**src/rtl/sha_pkg.sv**
```systemverilog
`default_nettype none
package sha_pkg;

  localparam int unsigned WordW  = 32;
  localparam int unsigned LenW   = 61;
  localparam int unsigned Rounds = 64;

  typedef logic [WordW-1:0] word_t;

  localparam word_t H_INIT [8] = '{
    32'h6a09e667, 32'hbb67ae85, 32'h3c6ef372, 32'ha54ff53a,
    32'h510e527f, 32'h9b05688c, 32'h1f83d9ab, 32'h5be0cd19
  };

  localparam word_t K_TAB [64] = '{
    32'h428a2f98, 32'h71374491, 32'hb5c0fbcf, 32'he9b5dba5,
    32'h3956c25b, 32'h59f111f1, 32'h923f82a4, 32'hab1c5ed5,
    32'hd807aa98, 32'h12835b01, 32'h243185be, 32'h550c7dc3,
    32'h72be5d74, 32'h80deb1fe, 32'h9bdc06a7, 32'hc19bf174,
    32'he49b69c1, 32'hefbe4786, 32'h0fc19dc6, 32'h240ca1cc,
    32'h2de92c6f, 32'h4a7484aa, 32'h5cb0a9dc, 32'h76f988da,
    32'h983e5152, 32'ha831c66d, 32'hb00327c8, 32'hbf597fc7,
    32'hc6e00bf3, 32'hd5a79147, 32'h06ca6351, 32'h14292967,
    32'h27b70a85, 32'h2e1b2138, 32'h4d2c6dfc, 32'h53380d13,
    32'h650a7354, 32'h766a0abb, 32'h81c2c92e, 32'h92722c85,
    32'ha2bfe8a1, 32'ha81a664b, 32'hc24b8b70, 32'hc76c51a3,
    32'hd192e819, 32'hd6990624, 32'hf40e3585, 32'h106aa070,
    32'h19a4c116, 32'h1e376c08, 32'h2748774c, 32'h34b0bcb5,
    32'h391c0cb3, 32'h4ed8aa4a, 32'h5b9cca4f, 32'h682e6ff3,
    32'h748f82ee, 32'h78a5636f, 32'h84c87814, 32'h8cc70208,
    32'h90befffa, 32'ha4506ceb, 32'hbef9a3f7, 32'hc67178f2
  };

  localparam logic [7:0] PadByte = 8'h80;
  localparam logic [5:0] LenPos  = 6'd56;

  function automatic word_t ror(input word_t x, input int unsigned n);
    ror = (x >> n) | (x << (WordW - n));
  endfunction

endpackage
`default_nettype wire

```
**src/rtl/sha_round.sv**
```systemverilog
`default_nettype none
// One SHA-256 round on the working variables a..h.
module sha_round (
  input  var sha_pkg::word_t v_i   [8],
  input  var sha_pkg::word_t w_i,
  input  var sha_pkg::word_t k_i,
  output var sha_pkg::word_t v_o   [8]
);
  sha_pkg::word_t s1e, ch, s0a, maj, t1, t2;
  always_comb begin
    s1e = sha_pkg::ror(v_i[4], 6) ^ sha_pkg::ror(v_i[4], 11) ^ sha_pkg::ror(v_i[4], 25);
    ch  = (v_i[4] & v_i[5]) ^ (~v_i[4] & v_i[6]);
    t1  = v_i[7] + s1e + ch + k_i + w_i;
    s0a = sha_pkg::ror(v_i[0], 2) ^ sha_pkg::ror(v_i[0], 13) ^ sha_pkg::ror(v_i[0], 22);
    maj = (v_i[0] & v_i[1]) ^ (v_i[0] & v_i[2]) ^ (v_i[1] & v_i[2]);
    t2  = s0a + maj;
    v_o[7] = v_i[6];
    v_o[6] = v_i[5];
    v_o[5] = v_i[4];
    v_o[4] = v_i[3] + t1;
    v_o[3] = v_i[2];
    v_o[2] = v_i[1];
    v_o[1] = v_i[0];
    v_o[0] = t1 + t2;
  end
endmodule
`default_nettype wire

```
**src/rtl/sha256_stream_hasher.sv**
```systemverilog
`default_nettype none
// Channel | Handshake            | Fields                                         | Flow
// in      | in_valid, in_ready   | in_data_byte, in_byte_present, in_message_end  | into block
// out     | out_valid, out_ready | out_digest_word, out_word_index, out_last_word | out of block
//
// A byte that neither completes a block nor ends the message is a single-cycle transfer, and
// in_ready stays high. A byte that completes a 64-byte block drops in_ready through the load
// state, 64 rounds and the fold state. The block memory is read one word per round.
// An end item writes the padding bytes at one per cycle (64 minus the bytes held, plus a whole
// block when the length does not fit), with compression after each padded block, then a hand-off
// that moves the digest into the output register. Synchronous reset (rst_n low) restores the
// initial chaining words and empties the output register. A stalled receiver holds the
// current digest word; the next message is taken meanwhile, but its digest waits for
// the output register before hand-off and no further input is taken until then.
module sha256_stream_hasher (
  input  wire         clk,
  input  wire         rst_n,
  input  wire         in_valid,
  output logic        in_ready,
  input  wire  [7:0]  in_data_byte,
  input  wire         in_byte_present,
  input  wire         in_message_end,
  output logic        out_valid,
  input  wire         out_ready,
  output logic [63:0] out_digest_word,
  output logic [1:0]  out_word_index,
  output logic        out_last_word
);
  typedef enum logic [2:0] {
    S_IDLE, S_PAD, S_LOAD, S_ROUND, S_FOLD, S_DONE
  } state_t;

  state_t                   state_r;
  sha_pkg::word_t           chain_r [8];
  sha_pkg::word_t           v_r [8];
  sha_pkg::word_t           v_nxt [8];
  sha_pkg::word_t           win_r [16];    // rolling schedule window, oldest word first
  sha_pkg::word_t           buf_mem [16];  // message block memory, big-endian words
  sha_pkg::word_t           rd_r;          // registered read data of the block memory
  sha_pkg::word_t           wacc_r;        // word being assembled from bytes
  sha_pkg::word_t           dig_r [8];     // digest held for the output channel
  logic [5:0]               pos_r;         // bytes held in the current block
  logic [6:0]               rnd_r;
  logic [sha_pkg::LenW-1:0] len_r;
  logic [63:0]              bits_r;
  logic                     fin_r;         // an end item has been taken
  logic                     ending_r;      // the 0x80 byte is still to be written
  logic                     len_here_r;    // the length field goes into the current block
  logic                     ovalid_r;
  logic [1:0]               oidx_r;

  logic [5:0]               pos_inc;
  logic [sha_pkg::LenW-1:0] len_inc;
  assign pos_inc = pos_r + 6'd1;
  assign len_inc = len_r + 61'd1;

  // Byte write source: the input byte in IDLE, padding and length bytes in PAD.
  logic [7:0] wbyte;
  logic       wen;
  always_comb begin
    wbyte = in_data_byte;
    wen   = 1'b0;
    if (state_r == S_IDLE) begin
      wen = in_valid && in_byte_present;
    end else if (state_r == S_PAD) begin
      wen = 1'b1;
      if (ending_r) begin
        wbyte = sha_pkg::PadByte;
      end else if (len_here_r && pos_r >= sha_pkg::LenPos) begin
        // The last eight bytes carry the bit length, most significant byte first.
        wbyte = bits_r[{~pos_r[2:0], 3'b000} +: 8];
      end else begin
        wbyte = 8'h00;
      end
    end
  end

  // Word accumulator; the full word is written into memory with its fourth byte.
  sha_pkg::word_t wacc_nxt;
  always_comb begin
    wacc_nxt = wacc_r;
    wacc_nxt[{~pos_r[1:0], 3'b000} +: 8] = wbyte;
  end

  // During the rounds the memory is read one word ahead, so round r sees word r.
  // The load cycle fetches word 0. No write happens while a block is compressed.
  logic [3:0] rd_addr;
  assign rd_addr = (state_r == S_ROUND) ? rnd_r[3:0] + 4'd1 : 4'd0;

  always_ff @(posedge clk) begin
    if (wen && pos_r[1:0] == 2'd3) buf_mem[pos_r[5:2]] <= wacc_nxt;
    rd_r <= buf_mem[rd_addr];
    if (wen) wacc_r <= wacc_nxt;
  end

  // Schedule word for the current round: from memory for the first 16 rounds,
  // from the rolling window after that.
  sha_pkg::word_t w_cur, s0, s1;
  always_comb begin
    s0 = sha_pkg::ror(win_r[1], 7) ^ sha_pkg::ror(win_r[1], 18) ^ (win_r[1] >> 3);
    s1 = sha_pkg::ror(win_r[14], 17) ^ sha_pkg::ror(win_r[14], 19) ^ (win_r[14] >> 10);
    w_cur = (rnd_r < 7'd16) ? rd_r : (win_r[0] + s0 + win_r[9] + s1);
  end

  sha_pkg::word_t k_cur;
  assign k_cur = sha_pkg::K_TAB[rnd_r[5:0]];

  sha_round u_round (.v_i(v_r), .w_i(w_cur), .k_i(k_cur), .v_o(v_nxt));

  // The output register is free when empty or when its last word leaves now.
  logic out_free;
  logic hand_off;
  assign out_free = !ovalid_r || (out_ready && oidx_r == 2'd3);
  assign hand_off = (state_r == S_DONE) && out_free;

  assign in_ready        = (state_r == S_IDLE);
  assign out_valid       = ovalid_r;
  assign out_digest_word = {dig_r[{oidx_r, 1'b0}], dig_r[{oidx_r, 1'b1}]};
  assign out_word_index  = oidx_r;
  assign out_last_word   = (oidx_r == 2'd3);

  always_ff @(posedge clk) begin
    if (!rst_n) begin
      state_r <= S_IDLE;
      for (int i = 0; i < 8; i++) chain_r[i] <= sha_pkg::H_INIT[i];
      for (int i = 0; i < 8; i++) v_r[i] <= '0;
      pos_r <= '0; rnd_r <= '0; len_r <= '0; bits_r <= '0;
      fin_r <= 1'b0; ending_r <= 1'b0; len_here_r <= 1'b0;
      ovalid_r <= 1'b0; oidx_r <= '0;
    end else begin
      case (state_r)
        S_IDLE: begin
          if (in_valid) begin
            if (in_byte_present) begin
              pos_r <= pos_inc;
              len_r <= len_inc;
            end
            if (in_message_end) bits_r <= {(in_byte_present ? len_inc : len_r), 3'b000};
            fin_r    <= in_message_end;
            ending_r <= in_message_end;
            if (in_byte_present && pos_r == 6'd63) state_r <= S_LOAD;
            else if (in_message_end) state_r <= S_PAD;
          end
        end
        S_PAD: begin
          // The length fits behind the 0x80 byte only if that byte lands before byte 56.
          if (ending_r) len_here_r <= (pos_r < sha_pkg::LenPos);
          ending_r <= 1'b0;
          pos_r    <= pos_inc;
          if (pos_r == 6'd63) state_r <= S_LOAD;
        end
        S_LOAD: begin
          for (int i = 0; i < 8; i++) v_r[i] <= chain_r[i];
          rnd_r   <= '0;
          state_r <= S_ROUND;
        end
        S_ROUND: begin
          v_r <= v_nxt;
          for (int i = 0; i < 15; i++) win_r[i] <= win_r[i+1];
          win_r[15] <= w_cur;
          rnd_r     <= rnd_r + 7'd1;
          if (rnd_r == 7'(sha_pkg::Rounds - 1)) state_r <= S_FOLD;
        end
        S_FOLD: begin
          for (int i = 0; i < 8; i++) chain_r[i] <= chain_r[i] + v_r[i];
          rnd_r <= '0;
          if (!fin_r) begin
            state_r <= S_IDLE;
          end else if (!ending_r && len_here_r) begin
            state_r <= S_DONE;
          end else begin
            // Padding goes on: either the 0x80 byte is still due, or a block of
            // zeros that ends in the length follows.
            if (!ending_r) len_here_r <= 1'b1;
            state_r <= S_PAD;
          end
        end
        S_DONE: begin
          if (out_free) begin
            for (int i = 0; i < 8; i++) chain_r[i] <= sha_pkg::H_INIT[i];
            len_r   <= '0;
            pos_r   <= '0;
            fin_r   <= 1'b0;
            state_r <= S_IDLE;
          end
        end
        default: state_r <= S_IDLE;
      endcase

      if (hand_off) begin
        for (int i = 0; i < 8; i++) dig_r[i] <= chain_r[i];
        ovalid_r <= 1'b1;
        oidx_r   <= '0;
      end else if (ovalid_r && out_ready) begin
        oidx_r <= oidx_r + 2'd1;
        if (oidx_r == 2'd3) ovalid_r <= 1'b0;
      end
    end
  end
endmodule
`default_nettype wire

```
**config.mk**
```make
export PLATFORM = sky130hd
export DESIGN_NAME = sha256_stream_hasher
export DESIGN_NICKNAME = d
export VERILOG_FILES = /design/src/rtl/sha_pkg.sv /design/src/rtl/sha_round.sv /design/src/rtl/sha256_stream_hasher.sv
export SDC_FILE = /design/constraint.sdc
export NUM_CORES = 2
export LEC_CHECK = 0
export BUFFER_PORTS_ARGS = -buffer_cell sky130_fd_sc_hd__buf_2
export CAP_MARGIN = 10
export CORE_ASPECT_RATIO = 0.8
export CORE_MARGIN = 4
export CORE_UTILIZATION = 40
export CTS_CLUSTER_DIAMETER = 50
export DETAILED_ROUTE_END_ITERATION = 16
export SYNTH_ARGS = -nofsm -noshare
export SYNTH_HDL_FRONTEND = slang
export SYNTH_SLANG_ARGS = --single-unit
```
**constraint.sdc**
```tcl
create_clock -name clk -period 33 [get_ports clk]
set_input_delay 6.6 -clock clk [delete_from_list [all_inputs] [get_ports clk]]
set_output_delay 6.6 -clock clk [all_outputs]
set_load 0.05 [all_outputs]
```
==> run summary <==
largest net degree at the start of global routing - 191
share of Yosys cell area claimed by the top area cell type - 42.5%
post-cts sizing count - 0
worst-case vdd ir drop - 53.3 uV
routed wirelength normalized by instance count - 26.2 um
clock latency at the later pin of the worst-skew pair - 910 ps
Die Footprint - 0.262 mm2
post-route core utilization - 44.7%
clock slew at the register clock pins of the worst setup and hold paths - 60 ps
slew at the pin closest to its max-slew limit - 1390 ps
clock power share - 32.8%
Mapped Area - 0.102 mm2
sequential element share of the synthesized area - 53.6%
Placed Cells incl. Taps - 11734
synth unique cells - 108
portion of total power attributed to combinational logic - 29.5%
storage element area - 0.0545 mm2
routability congestion estimate - 0.953
first drt pass iteration count - 6
CTS root buffer - clkbuf_16
sum of overflow across all layers after global routing - 0
maximum buffer depth of the clock tree - 4
fraction of final layout cells sized beyond drive strength 1 - 10.2%
multi-input gate area in the final layout - 0.0442 mm2
post-placement setup slack - 21890 ps
prevailing post-synth register cell - edfxtp_1
kind of cell adding the most delay to the critical path - compound AO/OA/AOI/OAI gates
share of async-settable or async-resettable flops after synthesis - 0%
Sequential Power Share - 37.7%
number of CTS-inserted buffers - 222
Net Count, Synth - 9279
internal power - 5050 uW
leading cell type in the layout, fill and taps excluded - edfxtp_1
Worst Path Arrival - 12210 ps
Highest Clock Rate - 0.0870 GHz
unrepaired setup endpoints after global routing - no
core region area - 0.253 mm2
estimated wirelength of the detail-placed design - 223000 um
Power per Cell Area - 67.1 mW/mm2
Finish-stage setup viols - 0
number of clock sinks - 2002
Port-buffer cells - 82
static leakage - 0.0403 uW
final hold violation count - 0
Die X - 572 um
Vias/cell - 5.83
worst path buffer plus inverter count - 5
wire length of the first global-routing pass - 462000 um
Cell Rows - 165
CP max FO - 73
initial core utilization - 40.2%
WL met3 - 27000 um
first-iteration detailed-routing DRC count - 8176
non-filler cells in the finished layout - 12161
Max Cap Violations - 0
outcome - finished clean
Routed met2 length - 135000 um
P&R area growth vs syn - 11.2%
top library cells by usage in the layout, fill and taps aside - 1440 x edfxtp_1, 716 x nor2_1, 554 x dfxtp_1, 522 x nand2_1, 515 x a21oi_1
total power of the final layout - 7580 uW
post-detailed-route count of antenna-violating nets - 0
count of hold-fix buffers inserted at cts - 0
TritonCTS clock tree - done
DRC viols - 0
DRT Wirelength - 319000 um
# fillers - 23119
crit start category - flop
buffer count from post-CTS setup fixing - 0
critical path start-end classification - reg2reg
CP Data Required Time - 33720 ps
switching share of power - 33.4%
highest metal layer with signal wires - met5
number of warnings reported in the yosys synthesis log - 0
Crit. End Element - flop
Worst Slack Setup Final - 21500 ps
kind of path behind the tightest hold check - reg2reg
antenna violations before repair - 15
cell with the largest stage delay on the worst path - a2111oi_0
P_sw - 2530 uW
number of register bits inferred by synthesis - 2002
Die Y-Extent - 459 um
global-route usage over all layers - 23.6%
clock period minus worst slack - 11500 ps
NumNets Final - 9234
relative max-transition margin - 7.37%
I/O pin count - 83
post-route clock period utilization - 34.8%
# H-tree levels - 4
Met1 Wirelength - 149000 um
number of global-route vias before repair - 66007
Via Count - 70891
Syn Area/Cell - 11.7 um2
cell count after synthesis - 8673
clock tree skew after final layout - 105 ps
cell type contributing the most total cell area after synthesis - edfxtp_1
top cells by area, synth - edfxtp_1 43%, dfxtp_1 11%, ha_1 4.9%, fa_1 3.8%, xnor2_1 3.5%
TNS Setup - 0 ps
delay contributed by the slowest stage of the critical path - 970 ps
number of max-slew violations in the final report - 0
count of flip-flops with a built-in enable after synthesis - 1440
-- sequential cells by signal, indices dropped and copies added (netlist names), 2 cells and up, named ones only --
| name | cells |
|---|---|
| rnd_r | 7 |
| out_word_index | 2 |
| state_r | 3 |
| v_r | 256 |
| win_r | 512 |
| buf_mem | 512 |
| chain_r | 256 |
| rd_r | 32 |
| pos_r | 6 |
| dig_r | 256 |
| len_r | 61 |
| bits_r | 61 |
| wacc_r | 32 |
-- kinds of logic (layout without fill, tap and decap cells) --
group | count (synthesis) | count (layout) | synth area share, %
AOI/OAI and AO/OA | 2201 | 2201 | 14.3
DFF | 2002 | 2002 | 53.6
buffers and inverters | 855 | 996 | 3.17
adders and majority gates | 597 | 597 | 8.78
other | 0 | 7 | 0
muxes | 541 | 541 | 6.46
xor gates and xnor gates | 625 | 625 | 5.40
and+or+nand+nor | 1852 | 1852 | 8.23
-- layer usage --
layer	vias up	global-route usage (%)
met5	-	0
met1	35583	36.3
met2	2860	34.3
li1	32020	-
met4	6	5.25
met3	422	4.60
-- power groups by stage --
stage	clock network (uW)	logic, uW	registers [uW]
global route	2640	2440	2860
global placement	0	2170	2910
CTS	2530	2200	2860
finish	2490	2240	2860
floorplan	0	1580	2870
detailed placement	0	2180	2910
-- final timing paths --
| kind | startpoint | end | slack [ps] | cells after the start |
|---|---|---|---|---|
| max | rnd_r[0]$_SDFFE_PN0P_ | v_r[254]$_SDFFE_PN0P_ | 21500 | 36 |
| min | win_r[0][161]$_DFFE_PP_ | win_r[0][129]$_DFFE_PP_ | 370 | 0 |
| max reg2reg | rnd_r[0]$_SDFFE_PN0P_ | v_r[254]$_SDFFE_PN0P_ | 21500 | 36 |
| min reg2reg | win_r[0][161]$_DFFE_PP_ | win_r[0][129]$_DFFE_PP_ | 370 | 0 |
-- through the flow --
step	area, um2	hold WS (ps)
after floorplan	102000	400
after global placement	106000	401
after detailed placement	106000	405
after CTS	113000	370
after global routing	113000	379
final	113000	373
-- cell type report --
type | instances | area share [%]
antenna | 7 | 0.0155
clock buffer | 267 | 5.22
clock inverter | 143 | 1.22
inverter | 371 | 1.25
multi-input combinational | 5816 | 39.1
sequential | 2002 | 48.2
tap | 3340 | 3.70
timing repair buffer | 215 | 1.28
-- worst reg2reg max path, delay by kind of cell, from the launching register on --
family | cells | cell delay (ps)
compound gates | 14 | 4280
fa+ha+maj | 6 | 2670
buf+inv | 5 | 1780
simple gates | 9 | 1750
flops | 1 | 480
xor+xnor | 2 | 440
-- synth_stat cells (79+ instances only) --
cell type  count
xnor2_1      405
nand2_1      528
inv_1        368
a21oi_1      515
fa_1         195
o21ai_0      369
edfxtp_1    1440
ha_1         397
a31oi_1      109
clkbuf_1     409
nor3_1       101
a211oi_1     326
xor2_1       218
nand3_1      102
mux2i_1      330
a21o_1       213
mux4_2        79
mux2_2       132
nor2_1       734
dfxtp_1      562
Power figures use the tool's default switching activity.
